`config.mk`:
```
export PLATFORM = sky130hd
export DESIGN_NAME = indexed_block_allocator
export DESIGN_NICKNAME = d
export VERILOG_FILES = /design/src/rtl/core/ibal_pkg.sv /design/src/rtl/core/indexed_block_allocator.sv /design/src/rtl/core/ibal_ctrl.sv /design/src/rtl/core/ibal_dp.sv
export SDC_FILE = /design/constraint.sdc
export NUM_CORES = 1
export LEC_CHECK = 0
export BUFFER_PORTS_ARGS = -buffer_cell sky130_fd_sc_hd__buf_2
export CAP_MARGIN = 20
export CORE_MARGIN = 2
export CORE_UTILIZATION = 65
export CTS_BUF_LIST = sky130_fd_sc_hd__clkbuf_4 sky130_fd_sc_hd__clkbuf_8
export CTS_CLUSTER_DIAMETER = 60
export CTS_CLUSTER_SIZE = 20
export DETAILED_ROUTE_END_ITERATION = 6
export PLACE_DENSITY_LB_ADDON = 0.15
export RECOVER_POWER = 100
export SYNTH_ARGS = -nofsm -noshare
export SYNTH_HDL_FRONTEND = slang
export SYNTH_SLANG_ARGS = --single-unit
```
`constraint.sdc`:
```
create_clock -name clk -period 14.5 [get_ports clk]
set_input_delay 2.175 -clock clk [delete_from_list [all_inputs] [get_ports clk]]
set_output_delay 2.175 -clock clk [all_outputs]
set_load 0.01 [all_outputs]
```
`src/rtl/core/ibal_pkg.sv`:
```
// Shared types and constants of the indexed block allocator.
// No dependencies; used by the controller, the datapath, the top level and the checker.
package ibal_pkg;

	localparam int KEY_W       = 32;
	localparam int SIZE_W      = 10;
	localparam int OUT_BLK_W   = 16;
	localparam int STATUS_W    = 3;
	localparam int CMD_W       = 2;
	localparam int NEED_W      = 7;
	localparam int MAX_RESULTS = 16;
	localparam int CNT_W       = 5;

	// Blocks needed = size / 10, computed as (size * 205) >> 11, exact for size < 1029.
	localparam int RECIP    = 205;
	localparam int RECIP_SH = 11;
	localparam int PROD_W   = 18;

	localparam logic [CMD_W-1:0] CMD_CREATE = 2'd0;
	localparam logic [CMD_W-1:0] CMD_DELETE = 2'd1;
	localparam logic [CMD_W-1:0] CMD_LIST   = 2'd2;

	typedef enum logic [STATUS_W-1:0] {
		ST_OK         = 3'd0,
		ST_NO_SPACE   = 3'd1,
		ST_NOT_FOUND  = 3'd2,
		ST_TABLE_FULL = 3'd3,
		ST_NO_FILES   = 3'd4
	} status_t;

	// Commands from the controller to the datapath.
	typedef struct packed {
		logic load;
		logic scan;
		logic rd_en;
		logic cr_step;
		logic cr_fin;
		logic del_step;
		logic list_step;
		logic list_fin;
	} dp_cmd_t;

	// Status from the datapath to the controller.
	typedef struct packed {
		logic scan_end;
		logic s1_last;
		logic del_hit;
		logic list_cap;
	} dp_stat_t;

endpackage

```
`src/rtl/core/indexed_block_allocator.sv`:
```
// A create shows its one result after the scan of all blocks and slots, a delete when
// the key is found in a live slot or at the end of the scan, and a list one result per
// live slot trailing the scan, at most MAX_RESULTS, or one no-files result when no slot is live.
// busy falls in the cycle of the final result, and no new command is taken before it.
// The scan takes one block and one slot per cycle. Results cannot be stalled.
// Reset clears the block map and slot flags at once; no clearing pass is needed.
module indexed_block_allocator
	import ibal_pkg::*;
#(
	parameter int NUM_BLOCKS = 16,
	parameter int NUM_SLOTS  = 16
) (
	input  logic                 clk,
	input  logic                 arst_n,
	input  logic                 start,
	output logic                 busy,
	input  logic [CMD_W-1:0]     command,
	input  logic [KEY_W-1:0]     file_key,
	input  logic [SIZE_W-1:0]    file_size,
	output logic                 result_valid,
	output logic [STATUS_W-1:0]  status,
	output logic [KEY_W-1:0]     entry_key,
	output logic [SIZE_W-1:0]    entry_size,
	output logic [OUT_BLK_W-1:0] entry_blocks,
	output logic                 last
);

	dp_cmd_t  cmd;
	dp_stat_t stat;

	ibal_ctrl u_ctrl (
		.clk     (clk),
		.arst_n  (arst_n),
		.start   (start),
		.command (command),
		.stat    (stat),
		.cmd     (cmd),
		.busy    (busy)
	);

	ibal_dp #(
		.NUM_BLOCKS (NUM_BLOCKS),
		.NUM_SLOTS  (NUM_SLOTS)
	) u_dp (
		.clk          (clk),
		.arst_n       (arst_n),
		.cmd          (cmd),
		.stat         (stat),
		.file_key     (file_key),
		.file_size    (file_size),
		.result_valid (result_valid),
		.status       (status),
		.entry_key    (entry_key),
		.entry_size   (entry_size),
		.entry_blocks (entry_blocks),
		.last         (last)
	);

endmodule

```
`src/rtl/core/ibal_ctrl.sv`:
```
// Controller state machine of the indexed block allocator.
// Depends on ibal_pkg for the command and status structs and the command codes.
module ibal_ctrl
	import ibal_pkg::*;
(
	input  logic             clk,
	input  logic             arst_n,
	input  logic             start,
	input  logic [CMD_W-1:0] command,
	input  dp_stat_t         stat,
	output dp_cmd_t          cmd,
	output logic             busy
);

	typedef enum logic [5:0] {
		S_IDLE      = 6'b000001,
		S_CR_SCAN   = 6'b000010,
		S_CR_FIN    = 6'b000100,
		S_DEL_SCAN  = 6'b001000,
		S_LIST_SCAN = 6'b010000,
		S_LIST_FIN  = 6'b100000
	} state_t;

	state_t state_q;
	state_t state_d;

	always_comb begin
		state_d = state_q;
		unique case (state_q)
			S_IDLE: begin
				if (start) begin
					unique case (command)
						CMD_CREATE: state_d = S_CR_SCAN;
						CMD_DELETE: state_d = S_DEL_SCAN;
						CMD_LIST:   state_d = S_LIST_SCAN;
						default:    state_d = S_IDLE;
					endcase
				end
			end
			S_CR_SCAN: begin
				if (stat.scan_end) state_d = S_CR_FIN;
			end
			S_CR_FIN: state_d = S_IDLE;
			S_DEL_SCAN: begin
				if (stat.del_hit || stat.s1_last) state_d = S_IDLE;
			end
			S_LIST_SCAN: begin
				if (stat.s1_last || stat.list_cap) state_d = S_LIST_FIN;
			end
			S_LIST_FIN: state_d = S_IDLE;
			default: state_d = S_IDLE;
		endcase
	end

	always_ff @(posedge clk or negedge arst_n) begin
		if (!arst_n) begin
			state_q <= S_IDLE;
		end else begin
			state_q <= state_d;
		end
	end

	assign busy          = (state_q != S_IDLE);
	assign cmd.load      = start && (state_q == S_IDLE);
	assign cmd.scan      = (state_q == S_CR_SCAN) || (state_q == S_DEL_SCAN)
	                       || (state_q == S_LIST_SCAN);
	assign cmd.rd_en     = (state_q == S_DEL_SCAN) || (state_q == S_LIST_SCAN);
	assign cmd.cr_step   = (state_q == S_CR_SCAN);
	assign cmd.cr_fin    = (state_q == S_CR_FIN);
	assign cmd.del_step  = (state_q == S_DEL_SCAN);
	assign cmd.list_step = (state_q == S_LIST_SCAN);
	assign cmd.list_fin  = (state_q == S_LIST_FIN);

endmodule

```
`src/rtl/core/ibal_dp.sv`:
```
// Datapath of the indexed block allocator: block map, slot table memory,
// scan counter, read stage and result registers. Depends on ibal_pkg.
module ibal_dp
	import ibal_pkg::*;
#(
	parameter int NUM_BLOCKS = 16,
	parameter int NUM_SLOTS  = 16
) (
	input  logic                 clk,
	input  logic                 arst_n,
	input  dp_cmd_t              cmd,
	output dp_stat_t             stat,
	input  logic [KEY_W-1:0]     file_key,
	input  logic [SIZE_W-1:0]    file_size,
	output logic                 result_valid,
	output logic [STATUS_W-1:0]  status,
	output logic [KEY_W-1:0]     entry_key,
	output logic [SIZE_W-1:0]    entry_size,
	output logic [OUT_BLK_W-1:0] entry_blocks,
	output logic                 last
);

	localparam int SCAN_N = (NUM_BLOCKS > NUM_SLOTS) ? NUM_BLOCKS : NUM_SLOTS;
	localparam int IDX_W  = $clog2(SCAN_N);
	localparam int SLOT_W = $clog2(NUM_SLOTS);
	localparam int BLK_W  = $clog2(NUM_BLOCKS);
	localparam int PAD_W  = (NUM_BLOCKS > OUT_BLK_W) ? NUM_BLOCKS : OUT_BLK_W;

	typedef struct packed {
		logic [KEY_W-1:0]      key;
		logic [SIZE_W-1:0]     size;
		logic [NUM_BLOCKS-1:0] blocks;
	} slot_ent_t;

	slot_ent_t mem [NUM_SLOTS];

	logic [NUM_BLOCKS-1:0] used_q;
	logic [NUM_SLOTS-1:0]  live_q;

	logic [KEY_W-1:0]      key_q;
	logic [SIZE_W-1:0]     size_q;
	logic [NEED_W-1:0]     need_q;
	logic [IDX_W-1:0]      idx_q;
	logic [NEED_W-1:0]     got_q;
	logic [NUM_BLOCKS-1:0] mask_q;
	logic                  free_found_q;
	logic [SLOT_W-1:0]     free_slot_q;

	slot_ent_t             rd_s1;
	logic                  val_s1;
	logic                  live_s1;
	logic [IDX_W-1:0]      idx_s1;

	slot_ent_t             pend_q;
	logic                  pend_v_q;
	logic [CNT_W-1:0]      n_q;

	logic [PROD_W-1:0]     need_prod;
	logic [SLOT_W-1:0]     slot_idx;
	logic [BLK_W-1:0]      blk_idx;
	logic                  slot_in;
	logic                  blk_in;
	logic                  cr_ok;
	logic                  list_hit;

	logic                  emit;
	status_t               e_status;
	logic [KEY_W-1:0]      e_key;
	logic [SIZE_W-1:0]     e_size;
	logic [NUM_BLOCKS-1:0] e_blocks;
	logic                  e_last;
	logic [PAD_W-1:0]      e_pad;

	logic                  res_valid_q;
	status_t               res_status_q;
	logic [KEY_W-1:0]      res_key_q;
	logic [SIZE_W-1:0]     res_size_q;
	logic [OUT_BLK_W-1:0]  res_blocks_q;
	logic                  res_last_q;

	assign need_prod = PROD_W'(file_size) * PROD_W'(RECIP);
	assign slot_idx  = idx_q[SLOT_W-1:0];
	assign blk_idx   = idx_q[BLK_W-1:0];
	assign slot_in   = ({1'b0, idx_q} < (IDX_W+1)'(NUM_SLOTS));
	assign blk_in    = ({1'b0, idx_q} < (IDX_W+1)'(NUM_BLOCKS));

	// The space check is taken before the table check.
	assign cr_ok     = (got_q == need_q) && free_found_q;
	assign list_hit  = val_s1 && live_s1;

	assign stat.scan_end = (idx_q == IDX_W'(SCAN_N - 1));
	assign stat.s1_last  = val_s1 && (idx_s1 == IDX_W'(SCAN_N - 1));
	assign stat.del_hit  = val_s1 && live_s1 && (rd_s1.key == key_q);
	assign stat.list_cap = list_hit && (n_q == CNT_W'(MAX_RESULTS - 1));

	always_comb begin
		emit     = 1'b0;
		e_status = ST_OK;
		e_key    = key_q;
		e_size   = size_q;
		e_blocks = '0;
		e_last   = 1'b1;
		if (cmd.cr_fin) begin
			emit = 1'b1;
			if (got_q != need_q) begin
				e_status = ST_NO_SPACE;
			end else if (!free_found_q) begin
				e_status = ST_TABLE_FULL;
			end else begin
				e_blocks = mask_q;
			end
		end else if (cmd.del_step) begin
			if (stat.del_hit) begin
				emit     = 1'b1;
				e_size   = rd_s1.size;
				e_blocks = rd_s1.blocks;
			end else if (stat.s1_last) begin
				emit     = 1'b1;
				e_status = ST_NOT_FOUND;
				e_size   = '0;
			end
		end else if (cmd.list_step) begin
			// A found entry is held back until the next one is found, so that the final one can carry last.
			if (list_hit && pend_v_q) begin
				emit     = 1'b1;
				e_key    = pend_q.key;
				e_size   = pend_q.size;
				e_blocks = pend_q.blocks;
				e_last   = 1'b0;
			end
		end else if (cmd.list_fin) begin
			emit = 1'b1;
			if (pend_v_q) begin
				e_key    = pend_q.key;
				e_size   = pend_q.size;
				e_blocks = pend_q.blocks;
			end else begin
				e_status = ST_NO_FILES;
				e_key    = '0;
				e_size   = '0;
			end
		end
	end

	assign e_pad = PAD_W'(e_blocks);

	always_ff @(posedge clk or negedge arst_n) begin
		if (!arst_n) begin
			used_q       <= '0;
			live_q       <= '0;
			idx_q        <= '0;
			got_q        <= '0;
			free_found_q <= 1'b0;
			val_s1       <= 1'b0;
			pend_v_q     <= 1'b0;
			n_q          <= '0;
			res_valid_q  <= 1'b0;
		end else begin
			val_s1      <= cmd.rd_en;
			res_valid_q <= emit;
			if (cmd.load) begin
				idx_q        <= '0;
				got_q        <= '0;
				free_found_q <= 1'b0;
				pend_v_q     <= 1'b0;
				n_q          <= '0;
			end else if (cmd.scan && !stat.scan_end) begin
				idx_q <= idx_q + 1'b1;
			end
			if (cmd.cr_step) begin
				if (blk_in && (got_q < need_q) && !used_q[blk_idx]) begin
					got_q <= got_q + 1'b1;
				end
				if (slot_in && !free_found_q && !live_q[slot_idx]) begin
					free_found_q <= 1'b1;
				end
			end
			if (cmd.cr_fin && cr_ok) begin
				live_q[free_slot_q] <= 1'b1;
				used_q              <= used_q | mask_q;
			end
			if (cmd.del_step && stat.del_hit) begin
				live_q[idx_s1[SLOT_W-1:0]] <= 1'b0;
				used_q                     <= used_q & ~rd_s1.blocks;
			end
			if (cmd.list_step && list_hit) begin
				pend_v_q <= 1'b1;
				n_q      <= n_q + 1'b1;
			end
		end
	end

	// Payload registers.
	always_ff @(posedge clk) begin
		if (cmd.load) begin
			key_q  <= file_key;
			size_q <= file_size;
			need_q <= NEED_W'(need_prod >> RECIP_SH);
			mask_q <= '0;
		end else if (cmd.cr_step && blk_in && (got_q < need_q) && !used_q[blk_idx]) begin
			mask_q[blk_idx] <= 1'b1;
		end
		if (cmd.cr_step && slot_in && !free_found_q && !live_q[slot_idx]) begin
			free_slot_q <= slot_idx;
		end
		idx_s1  <= idx_q;
		live_s1 <= slot_in && live_q[slot_idx];
		if (cmd.list_step && list_hit) begin
			pend_q <= rd_s1;
		end
		res_status_q <= e_status;
		res_key_q    <= e_key;
		res_size_q   <= e_size;
		res_blocks_q <= e_pad[OUT_BLK_W-1:0];
		res_last_q   <= e_last;
	end

	// Slot table: one write port, one registered read port.
	always_ff @(posedge clk) begin
		if (cmd.cr_fin && cr_ok) begin
			mem[free_slot_q] <= '{key: key_q, size: size_q, blocks: mask_q};
		end
		if (cmd.rd_en) begin
			rd_s1 <= mem[slot_idx];
		end
	end

	assign result_valid = res_valid_q;
	assign status       = res_status_q;
	assign entry_key    = res_key_q;
	assign entry_size   = res_size_q;
	assign entry_blocks = res_blocks_q;
	assign last         = res_last_q;

endmodule

```
# After elaboration in Yosys (flattened, before gate mapping)
# Memories as Yosys holds them, arrays and structs flattened. A register that Yosys moved wholly into a read port is not among the register bits.
# Cells that the tools add are included.
# classes
addsub	3
mul	1
n_lt_le_gt_ge	7
n_eq_ne	19
mux	74
bitwise	8
reduce_logical	35
# ops
cell	count
$mux 16	13
$mux 32	6
$mux 10	8
$or 16x16->16	3
$and 16x16->16	2
$eq 32x32->1	1
$not 16->16	2
$mux 6	4
$pmux 6 s4	1
$mux 3	7
$mux 7	3
$logic_and 1x1->1	20
$mux 1	20
$mul 10x8->18 const B	1
$lt 4x5->1 const B	3
$pmux 5 s3	1
$demux 1 s4	3
$ge 4x1->1 const B	3
$mux 5	2
$bmux 1 s4	2
$eq 4x4->1 const B	2
$mux 4	2
$add 7x1->7 const B	1
$eq 7x7->1	1
24 further kinds	36
# word_totals
reg_bits	252
ramBits	928
elab_cells	173
mem_count	1
# memory_table
memory	depth	word_bits	read_ports	rd_ports_with_merged_regs	wr	line_no	rtl
u_dp.mem	16	58	1	1	1	ibal_dp.sv:35	slot_ent_t mem [NUM_SLOTS];

# Depth between registers and ports, before layout
# Gate-level depths: netlist (run 1).
# logic_depth
depth_word	8
mapped_depth	15

# Modules after synthesis
# Synthesis (run 1) repeated with hierarchy kept, for this count alone.
# unflattened
cells_unflattened	2265
hier_area_um2	47564.4
# modules_own_cells
module	n_inst	cells_per_inst	area_each_um2
ibal_dp	1	2224	47172.7
ibal_ctrl	1	41	391.6

# Worst setup path before layout (run 1)
# No wires, ideal clock.
# synth_timing
path_kind	flip-flop to flip-flop
from	reg u_ctrl.state_q[1]
to	mem u_dp.mem[0][0] in the netlist's numbering (enable)
t_arrival_ps	5701
path_slack_ps	8251
stages_incl_launch_ff	7
path_buffers	1
cell_sequence	dfrtp_1 > or4_1 > nor3b_1 > and3_1 > buf_2 > nand2_1 > nor3_1
# synth_between
elab_chain_cells	4
# synth_lines
element	line_no	rtl
start, declared	ibal_ctrl.sv:24	state_t state_q;
start signal, assigned	ibal_ctrl.sv:59	state_q <= state_d;
$eq 6x3->1	ibal_ctrl.sv:69	assign cmd.cr_fin = (state_q == S_CR_FIN);
$logic_and 1x1->1	ibal_dp.sv:220	if (cmd.cr_fin && cr_ok) begin
$mux 1	ibal_dp.sv:220	
$mux 1 (not written as such)	ibal_dp.sv:221	mem[free_slot_q] <= '{key: key_q, size: size_q, blocks: mask_q};
end, declared	ibal_dp.sv:35	
# No other way between the ends.

# Worst setup path in the final report (run 1)
# layout_timing
from	reg u_ctrl.state_q[1]
to	mem u_dp.mem[4][29] in the netlist's numbering (enable)
# The elaborated chain is that of the path after synthesis.

==> metrics.csv, run 1 <==
stage,metric,value,unit
timing,fmax,127,MHz
die,rows,98,
layout,fin_util,0.704,
pwr,p_comb_frac,0.148,
worst_setup_path,path_max_fanout,37,
worst_setup_path,critPathCaptureType,flop,
timing,skew,0.0514,ns
yosys,synth_area,47400,um^2
pwr,p_sw_frac,0.265,
layout,drive_above_1_share,0.203,
pwr,power.total,7.47,mW
layout,nFillCells,4455,
clock_network,post_cts_buffers,0,
yosys,synth_nets,2338,
timing,worst_slew_pin_slew,4.58,ns
layout,area_delta_synth_final,6.80,%
yosys,synth_top_flop_cell,edfxtp_1,
worst_setup_path,regToRegSetupSlack,6.66,ns
clock_network,cts_sinks,1238,
layout,layoutNonFillerInstCount,3367,
die,coreArea,71900,um^2
timing,rsz0062_at_grt,no,
die,pin_count,111,
layout,area.sequential,36100,um^2
yosys,syn-mean-instance-area,21.4,um^2
timing,fin_tns_setup,0,ns
clock_network,cts.path.max_buffers,3,
global_route,grt_pass1_vias,23000,
worst_setup_path,cp.required,14.74,ns
timing,min_period,7.84,ns
yosys,syn_inst,2211,
worst_setup_path,cp.arrival,8.08,ns
global_route,antenna_found_initial,3,
outcome,status,"complete, but fails checks",
outcome,violations,"max-capacitance violations, max-slew violations",
clock_network,cts_tree,built,
placement,place_inst,3218,
layout,nets,2477,
timing,setup_viol,0,
yosys,yosysWarnings,0,
die,dieArea,75000,um^2
clock_network,clk_pin_slew,0.12,ns
pwr,power_density,148,nW/um^2
route,num_vias,22400,
timing,hold_viol_final,0,
worst_setup_path,path_class,reg2reg,
pwr,p_clk_frac,0.243,
placement,hpwlAfterDp,53.7,mm
placement,io_buffers,110,
yosys,yosysSeqAreaShare,0.761,
route,first_iter_violations,2615,
route,remaining_drc_errors,0,
layout,final_cell_mix,"edfxtp_1, mux4_2, clkbuf_1",
timing,maxSlewHeadroom,-2.06,
pwr,leakage,16.3,nW
worst_setup_path,worstSetupStartpointType,flop,
clock_network,hold_buffers,0,
pwr,power_frac_seq,0.609,
route,wl_per_cell,30.2,um
global_route,grt.total_usage,0.280,
global_route,gr-total-overflow,0,
clock_network,numCtsBuffers,80,
pwr,ir_drop,0.108,mV
timing,final_max_slew_viol_count,1431,
clock_network,clk_latency,0.73,ns
clock_network,cts-resized-gates,0,
timing,period_share,0.541,
layout,mostFrequentLayoutCell,edfxtp_1,
die,initial_core_util,0.659,
timing,layout_setup_ws,6.66,ns
yosys,synth_async_sr_flop_share,0.0468,
route,viasPerCell,6.65,
die,die_x,274,um
layout,multiInputGateArea,10600,um^2
route,firstDrtPassIters,6,
pwr,power.net_switching,1.98,mW
worst_hold_path,hold_depth,0,
placement,gp_congestion,0.807,
route,wirelength,102,mm
worst_hold_path,min_path_type,reg2reg,
yosys,ys_ff_latch,1238,
pwr,internal-power,5.49,mW
route,antenna_left,0,
clock_network,h-tree-depth,3,
global_route,grt_pass1_wl,150,mm
global_route,grt_max_degree,151,
die,die_y,274,um
placement,post-place-ws,8.38,ns
clock_network,cts_root_buffer,clkbuf_8,
yosys,synth_enable_flop_cells,1097,
run,max-cap-violations,44,
yosys,yosysUniqueCellTypes,61,
worst_setup_path,reg2reg_depth,6,
-- area by class of cell --
type                            instances  share of cell area
Inverter                               88             0.00658
Timing Repair Buffer                  153              0.0132
Multi-Input combinational cell        789               0.209
Sequential cell                      1238               0.713
Tap cell                              950              0.0235
Clock buffer                          120              0.0283
Clock inverter                         27             0.00621
Antenna cell                            2           0.0000989
-- stage by stage --
stage          area (um^2)  hold WS (ns)
4_1_cts              51000         0.467
3_5_place_dp         49200         0.443
3_3_place_gp         49200         0.430
5_1_grt              50600         0.491
6_report             50600         0.467
2_1_floorplan        47400         0.401
-- final timing paths --
kind | end | startpoint
setup / recovery | u_dp.mem[4][29] | u_ctrl.state_q[1]
max in group asynchronous | u_dp.blk_idx[3] | arst_n
setup reg to reg | u_dp.mem[4][29] | u_ctrl.state_q[1]
hold reg to reg | u_dp.pend_q[21] | u_dp.rd_s1[21]
min in group asynchronous | u_dp.n_q[2] | arst_n
hold / removal | u_dp.pend_q[21] | u_dp.rd_s1[21]
-- cells in the mapped netlist (all sizes together), types with 3 or more instances --
cell / n / area [um^2]
a31oi: 25 / 156
o22a: 8 / 70.1
xnor2: 26 / 228
mux4: 300 / 6760
dfxtp: 83 / 1660
o21ai: 15 / 75.1
edfxtp: 1097 / 32900
nor3: 12 / 71.3
nor3b: 4 / 35.0
nand3: 10 / 50.1
xor2: 14 / 123
a2bb2oi: 16 / 140
a21o: 7 / 52.6
a221o: 16 / 160
fa: 16 / 320
and2: 22 / 138
o221ai: 10 / 87.6
nor2: 48 / 180
and3: 5 / 31.3
clkbuf: 61 / 229
nand4: 11 / 68.8
buf: 35 / 178
a21oi: 18 / 90.1
dfrtp: 57 / 1430
nor2b: 11 / 68.8
inv: 88 / 330
o21a: 3 / 22.5
nor4: 6 / 43.8
nand2: 50 / 188
nand3b: 5 / 37.5
a22o: 34 / 298
mux2i: 7 / 70.1
o21bai: 3 / 22.5
ha: 64 / 801
-- worst max-delay path: stages (launching register included) --
cell	delay (ns)
dfrtp_1	0.43
or4_1	0.58
nor3b_1	0.33
and3_1	0.79
nand2_1	0.32
nor2_1	2.39
clkbuf_1	2.46
-- kinds of logic (layout without fill, tap and decap cells) --
| group | Yosys count | in the layout | share of synthesized area |
|---|---|---|---|
| buffers and inverters | 184 | 388 | 0.0156 |
| flip-flops | 1238 | 1238 | 0.761 |
| AND/OR/NAND/NOR | 194 | 194 | 0.0209 |
| other | 0 | 2 | 0 |
| adder cells (fa/ha/maj) | 80 | 80 | 0.0237 |
| multiplexers | 307 | 307 | 0.144 |
| XOR/XNOR | 40 | 40 | 0.00740 |
| AO/OA/AOI/OAI | 168 | 168 | 0.0271 |
-- per-layer routing --
layer,GRT usage,up-vias,share of wire
met3,0.0426,168,0.076
met4,0.0847,2,0.030
li1,-,9303,-
met5,0,-,0.00013
met2,0.458,1027,0.50
met1,0.400,11900,0.40
-- registers in the layout (all words and copies together), names as in the netlist, 16 cells and up --
signal             flops
u_dp.entry_key        32
u_dp.key_q            32
u_dp.pend_q           58
u_dp.mem             928
u_dp.used_q           16
u_dp.rd_s1            58
u_dp.mask_q           16
u_dp.entry_blocks     16
u_dp.live_q           16
-- power groups by stage --
stage	logic (mW)	clock network (mW)	registers [mW]
after CTS	1.14	1.85	4.53
after global routing	1.21	1.97	4.58
after global placement	1.12	0	4.59
final	1.11	1.82	4.54
after detailed placement	1.14	0	4.61
after floorplan	0.803	0	4.52
Note: power is estimated with default switching activity, not from simulation.
==> inputs of run 2 (changes only) <==
==> constraint.sdc (replaced) <==
create_clock -name clk -period 7.65 [get_ports clk]
set_input_delay 1.1475 -clock clk [delete_from_list [all_inputs] [get_ports clk]]
set_output_delay 1.1475 -clock clk [all_outputs]
set_load 0.01 [all_outputs]
==> metrics.csv, run 2 (synthesis gave the netlist of run 1 again) <==
stage,metric,value,unit
outcome,status,"complete, but fails checks",
outcome,violations,"max-capacitance violations, max-slew violations",
die,dieArea,75000,um^2
timing,maxSlewHeadroom,-2.12,
layout,mostFrequentLayoutCell,edfxtp_1,
pwr,power.net_switching,3.69,mW
pwr,p_sw_frac,0.263,
timing,period_share,0.776,
worst_setup_path,critPathCaptureType,flop,
worst_setup_path,worstSetupStartpointType,flop,
layout,nets,2473,
layout,final_cell_mix,"edfxtp_1, mux4_2, clkbuf_1",
clock_network,cts.path.max_buffers,3,
clock_network,cts-resized-gates,0,
global_route,grt_pass1_vias,22900,
placement,io_buffers,110,
global_route,gr-total-overflow,0,
route,antenna_left,0,
pwr,p_clk_frac,0.235,
worst_setup_path,path_max_fanout,37,
timing,rsz0062_at_grt,no,
timing,setup_viol,0,
die,coreArea,71900,um^2
clock_network,h-tree-depth,3,
pwr,p_comb_frac,0.149,
route,firstDrtPassIters,5,
worst_setup_path,path_class,reg2reg,
die,die_x,274,um
timing,worst_slew_pin_slew,4.68,ns
worst_setup_path,worstPathCellList,"or4_1, nor3b_1, and3_1, nand3_1, nor2_4, clkbuf_1, clkbuf_2",
layout,largest_reg_flops,928,
clock_network,numCtsBuffers,77,
clock_network,cts_root_buffer,clkbuf_8,
layout,regMostFlops,u_dp.mem,
timing,whs,0.446,ns
worst_setup_path,max_stage_delay,1.45,ns
clock_network,cts_sinks,1238,
worst_setup_path,cp.required,7.97,ns
layout,area_delta_synth_final,6.73,%
die,pin_count,111,
timing,skew,0.0338,ns
global_route,antenna_found_initial,3,
die,rows,98,
pwr,ir_drop,0.191,mV
timing,hold_viol_final,0,
route,first_iter_violations,2688,
route,wirelength,102,mm
pwr,internal-power,10.3,mW
timing,fin_tns_setup,0,ns
pwr,leakage,16.3,nW
die,die_y,274,um
clock_network,cts_tree,built,
route,wl_per_cell,30.4,um
clock_network,clk_latency,0.72,ns
worst_setup_path,cp.arrival,6.25,ns
worst_setup_path,regToRegSetupSlack,1.71,ns
placement,place_inst,3217,
route,viasPerCell,6.65,
run,max-cap-violations,31,
global_route,grt_pass1_wl,150,mm
placement,hpwlAfterDp,54.6,mm
layout,drive_above_1_share,0.211,
worst_setup_path,critical-path-top-delay-family,buffers and inverters,
clock_network,clk_pin_slew,0.12,ns
worst_hold_path,min_path_type,reg2reg,
layout,top_regs,"u_dp.mem (928), u_dp.pend_q (58), u_dp.rd_s1 (58)",
pwr,power_frac_seq,0.616,
worst_setup_path,critPathBufInv,2,
global_route,grt.total_usage,0.279,
timing,fmax,168,MHz
layout,layoutNonFillerInstCount,3358,
die,initial_core_util,0.659,
clock_network,post_cts_buffers,0,
timing,min_period,5.94,ns
placement,gp_congestion,0.790,
timing,final_max_slew_viol_count,1082,
pwr,power_density,277,nW/um^2
route,remaining_drc_errors,0,
route,num_vias,22300,
worst_setup_path,critPathSlowestCell,clkbuf_1,
global_route,grt_max_degree,172,
clock_network,hold_buffers,0,
run 2: changes by cell type in the layout (fill, tap and decap cells not counted), moves of 2 or more:
cell      delta
clkbuf_4     +5
buf_4        +7
clkbuf_1    -19
clkbuf_2     +8
clkinv_8     -2
clkbuf_8     -6
buf_2        +2
nor2_1       -5
inv_6        -2
nor2_4       +5
run 2: per-stage QoR:
step / utilization / instance area, um^2 / power, mW / setup WS (ns)
finish: 0.704 / 50600 / 14.0 / 1.71
global route: 0.704 / 50600 / 14.6 / 1.33
CTS: 0.707 / 50800 / 14.1 / 2.88
detailed placement: 0.685 / 49200 / 10.9 / 2.56
global placement: 0.685 / 49200 / 10.8 / 2.52
floorplan: - / 47400 / 10.1 / 1.40
run 2: layer usage:
metal | GRT usage | up-vias | wire, um | share of wire
met4 | 0.0771 | 2 | 2300 | 0.023
met2 | 0.460 | 1040 | 51900 | 0.51
li1 | - | 9295 | - | -
met1 | 0.408 | 11900 | 40500 | 0.40
met3 | 0.0320 | 134 | 7300 | 0.072
met5 | 0 | - | 13 | 0.00013
run 2: power by group through the flow:
stage / registers [mW] / clock network, mW / logic, mW
detailed placement: 8.76 / 0 / 2.13
finish: 8.63 / 3.29 / 2.09
CTS: 8.61 / 3.36 / 2.14
global placement: 8.72 / 0 / 2.11
global route: 8.70 / 3.58 / 2.27
floorplan: 8.57 / 0 / 1.52
run 2: final timing paths:
check	cells after the start	startpoint	to
worst max-delay path	7	u_ctrl.state_q[1]	u_dp.mem[15][55]
worst min-delay path	0	u_dp.rd_s1[18]	u_dp.pend_q[18]
worst max register to register	7	u_ctrl.state_q[1]	u_dp.mem[15][55]
worst min register to register	0	u_dp.rd_s1[18]	u_dp.pend_q[18]
max in group asynchronous	2	arst_n	u_dp.live_q[10]
min in group asynchronous	2	arst_n	u_dp.used_q[13]
run 2: cell type report:
type	instances	area, um^2
diodes	1	2.50
multi-input cells	789	10600
flip-flops and latches	1238	36100
clock buffers	119	1390
repair buffers	152	721
well taps	950	1190
fillers	4396	21300
inverters	88	333
clock inverters	21	234
run 2: worst register-to-register path: cells and delay by family, from the launching register on:
kind                   cells  cell delay, ns
buffers and inverters      2            2.79
DFF                        1            0.44
and+or+nand+nor            5            2.28
==> inputs of run 3 (changes only) <==
==> constraint.sdc (replaced) <==
create_clock -name clk -period 6.1 [get_ports clk]
set_input_delay 0.915 -clock clk [delete_from_list [all_inputs] [get_ports clk]]
set_output_delay 0.915 -clock clk [all_outputs]
set_load 0.01 [all_outputs]
==> metrics.csv, run 3 (synthesis gave the netlist of run 1 again) <==
stage,metric,value,unit
global_route,gr-total-overflow,0,
global_route,grt_pass1_vias,22900,
die,pin_count,111,
outcome,violations,"max-capacitance violations, max-slew violations",
route,remaining_drc_errors,0,
layout,layoutNonFillerInstCount,3363,
die,initial_core_util,0.659,
layout,area_delta_synth_final,7.14,%
timing,rsz0062_at_grt,no,
worst_setup_path,path_class,reg2reg,
route,wl_per_cell,29.8,um
placement,io_buffers,110,
layout,largest_reg_flops,928,
placement,place_inst,3219,
timing,setup_viol,0,
route,wirelength,100,mm
layout,final_cell_mix,"edfxtp_1, mux4_2, clkbuf_1",
die,dieArea,75000,um^2
timing,skew,0.0467,ns
worst_setup_path,max_stage_delay,1.84,ns
worst_setup_path,cp.required,6.38,ns
timing,period_share,0.825,
placement,hpwlAfterDp,54.8,mm
global_route,grt_max_degree,155,
worst_setup_path,critical-path-top-delay-family,simple AND/OR/NAND/NOR gates,
layout,drive_above_1_share,0.220,
route,antenna_left,0,
clock_network,clk_pin_slew,0.12,ns
route,first_iter_violations,2839,
pwr,leakage,16.4,nW
global_route,grt_pass1_wl,148,mm
placement,gp_congestion,0.803,
clock_network,numCtsBuffers,78,
layout,mostFrequentLayoutCell,edfxtp_1,
timing,fmax,199,MHz
timing,maxSlewHeadroom,-1.18,
timing,min_period,5.03,ns
die,coreArea,71900,um^2
outcome,status,"complete, but fails checks",
timing,hold_viol_final,0,
layout,nFillCells,4331,
clock_network,cts_sinks,1238,
global_route,grt.total_usage,0.273,
worst_setup_path,worstSetupStartpointType,flop,
die,die_y,274,um
die,rows,98,
layout,regMostFlops,u_dp.mem,
pwr,ir_drop,0.308,mV
worst_setup_path,worstPathCellList,"or4_1, nor3b_1, and3_1, nand3b_1, nor2_4, clkbuf_1",
worst_setup_path,critPathCaptureType,flop,
worst_setup_path,regToRegSetupSlack,1.07,ns
global_route,antenna_found_initial,1,
timing,final_max_slew_viol_count,929,
route,firstDrtPassIters,6,
clock_network,hold_buffers,0,
worst_hold_path,min_path_type,in2reg,
clock_network,cts_root_buffer,clkbuf_8,
route,num_vias,22300,
clock_network,h-tree-depth,3,
timing,worst_slew_pin_slew,3.26,ns
worst_setup_path,critPathBufInv,1,
die,die_x,274,um
worst_setup_path,critPathSlowestCell,clkbuf_1,
pwr,power_density,349,nW/um^2
clock_network,post_cts_buffers,0,
worst_setup_path,cp.arrival,5.31,ns
timing,fin_tns_setup,0,ns
layout,nets,2476,
clock_network,cts_tree,built,
route,viasPerCell,6.64,
layout,top_regs,"u_dp.mem (928), u_dp.pend_q (58), u_dp.rd_s1 (58)",
run,max-cap-violations,25,
clock_network,clk_latency,0.73,ns
worst_setup_path,path_max_fanout,28,
clock_network,cts-resized-gates,0,
clock_network,cts.path.max_buffers,3,
## run 3: path summary, 6_finish.rpt
path                                   start                to  cells past startpoint
max                        u_ctrl.state_q[1]  u_dp.mem[10][46]                      6
min                             file_key[18]    u_dp.key_q[18]                      1
max reg2reg                u_ctrl.state_q[1]  u_dp.mem[10][46]                      6
min reg2reg                   u_dp.rd_s1[19]   u_dp.pend_q[19]                      0
max in group asynchronous             arst_n   u_dp.live_q[13]                      2
min in group asynchronous             arst_n   u_dp.blk_idx[3]                      2
## run 3: layout make-up
type,count,area [um^2],area share
timing repair buffer,154,763,0.0150
tap,950,1190,0.0234
sequential,1238,36100,0.710
clock inverter,20,278,0.00547
clock buffer,122,1440,0.0283
inverter,88,333,0.00656
multi-input combinational,789,10700,0.211
antenna,2,5.00,0.0000986
## run 3: per-stage QoR
step	util	hold WS (ns)	area [um^2]	total power [mW]	setup WS [ns]
CTS	0.710	0.319	51000	17.9	1.84
finish	0.706	0.357	50700	17.7	1.07
global route	0.706	0.327	50700	18.4	0.811
floorplan	-	0.401	47400	12.7	1.39
global placement	0.686	0.434	49300	13.6	1.25
detailed placement	0.686	0.438	49300	13.7	1.08
## run 3: routing by layer
metal  routed length, um  up-vias  share of wire  GRT usage
met5                   0        -              0          0
met4                2310        0          0.023     0.0664
met3                8030      136          0.080     0.0500
met2               50200     1068           0.50      0.448
met1               39600    11800           0.40      0.392
li1                    -     9312              -          -
## run 3: power by group
part	switching, mW	internal [mW]
Clock	2.53	1.72
Sequential	0.693	10.1
Combinational	1.44	1.20
Total	4.66	13.1
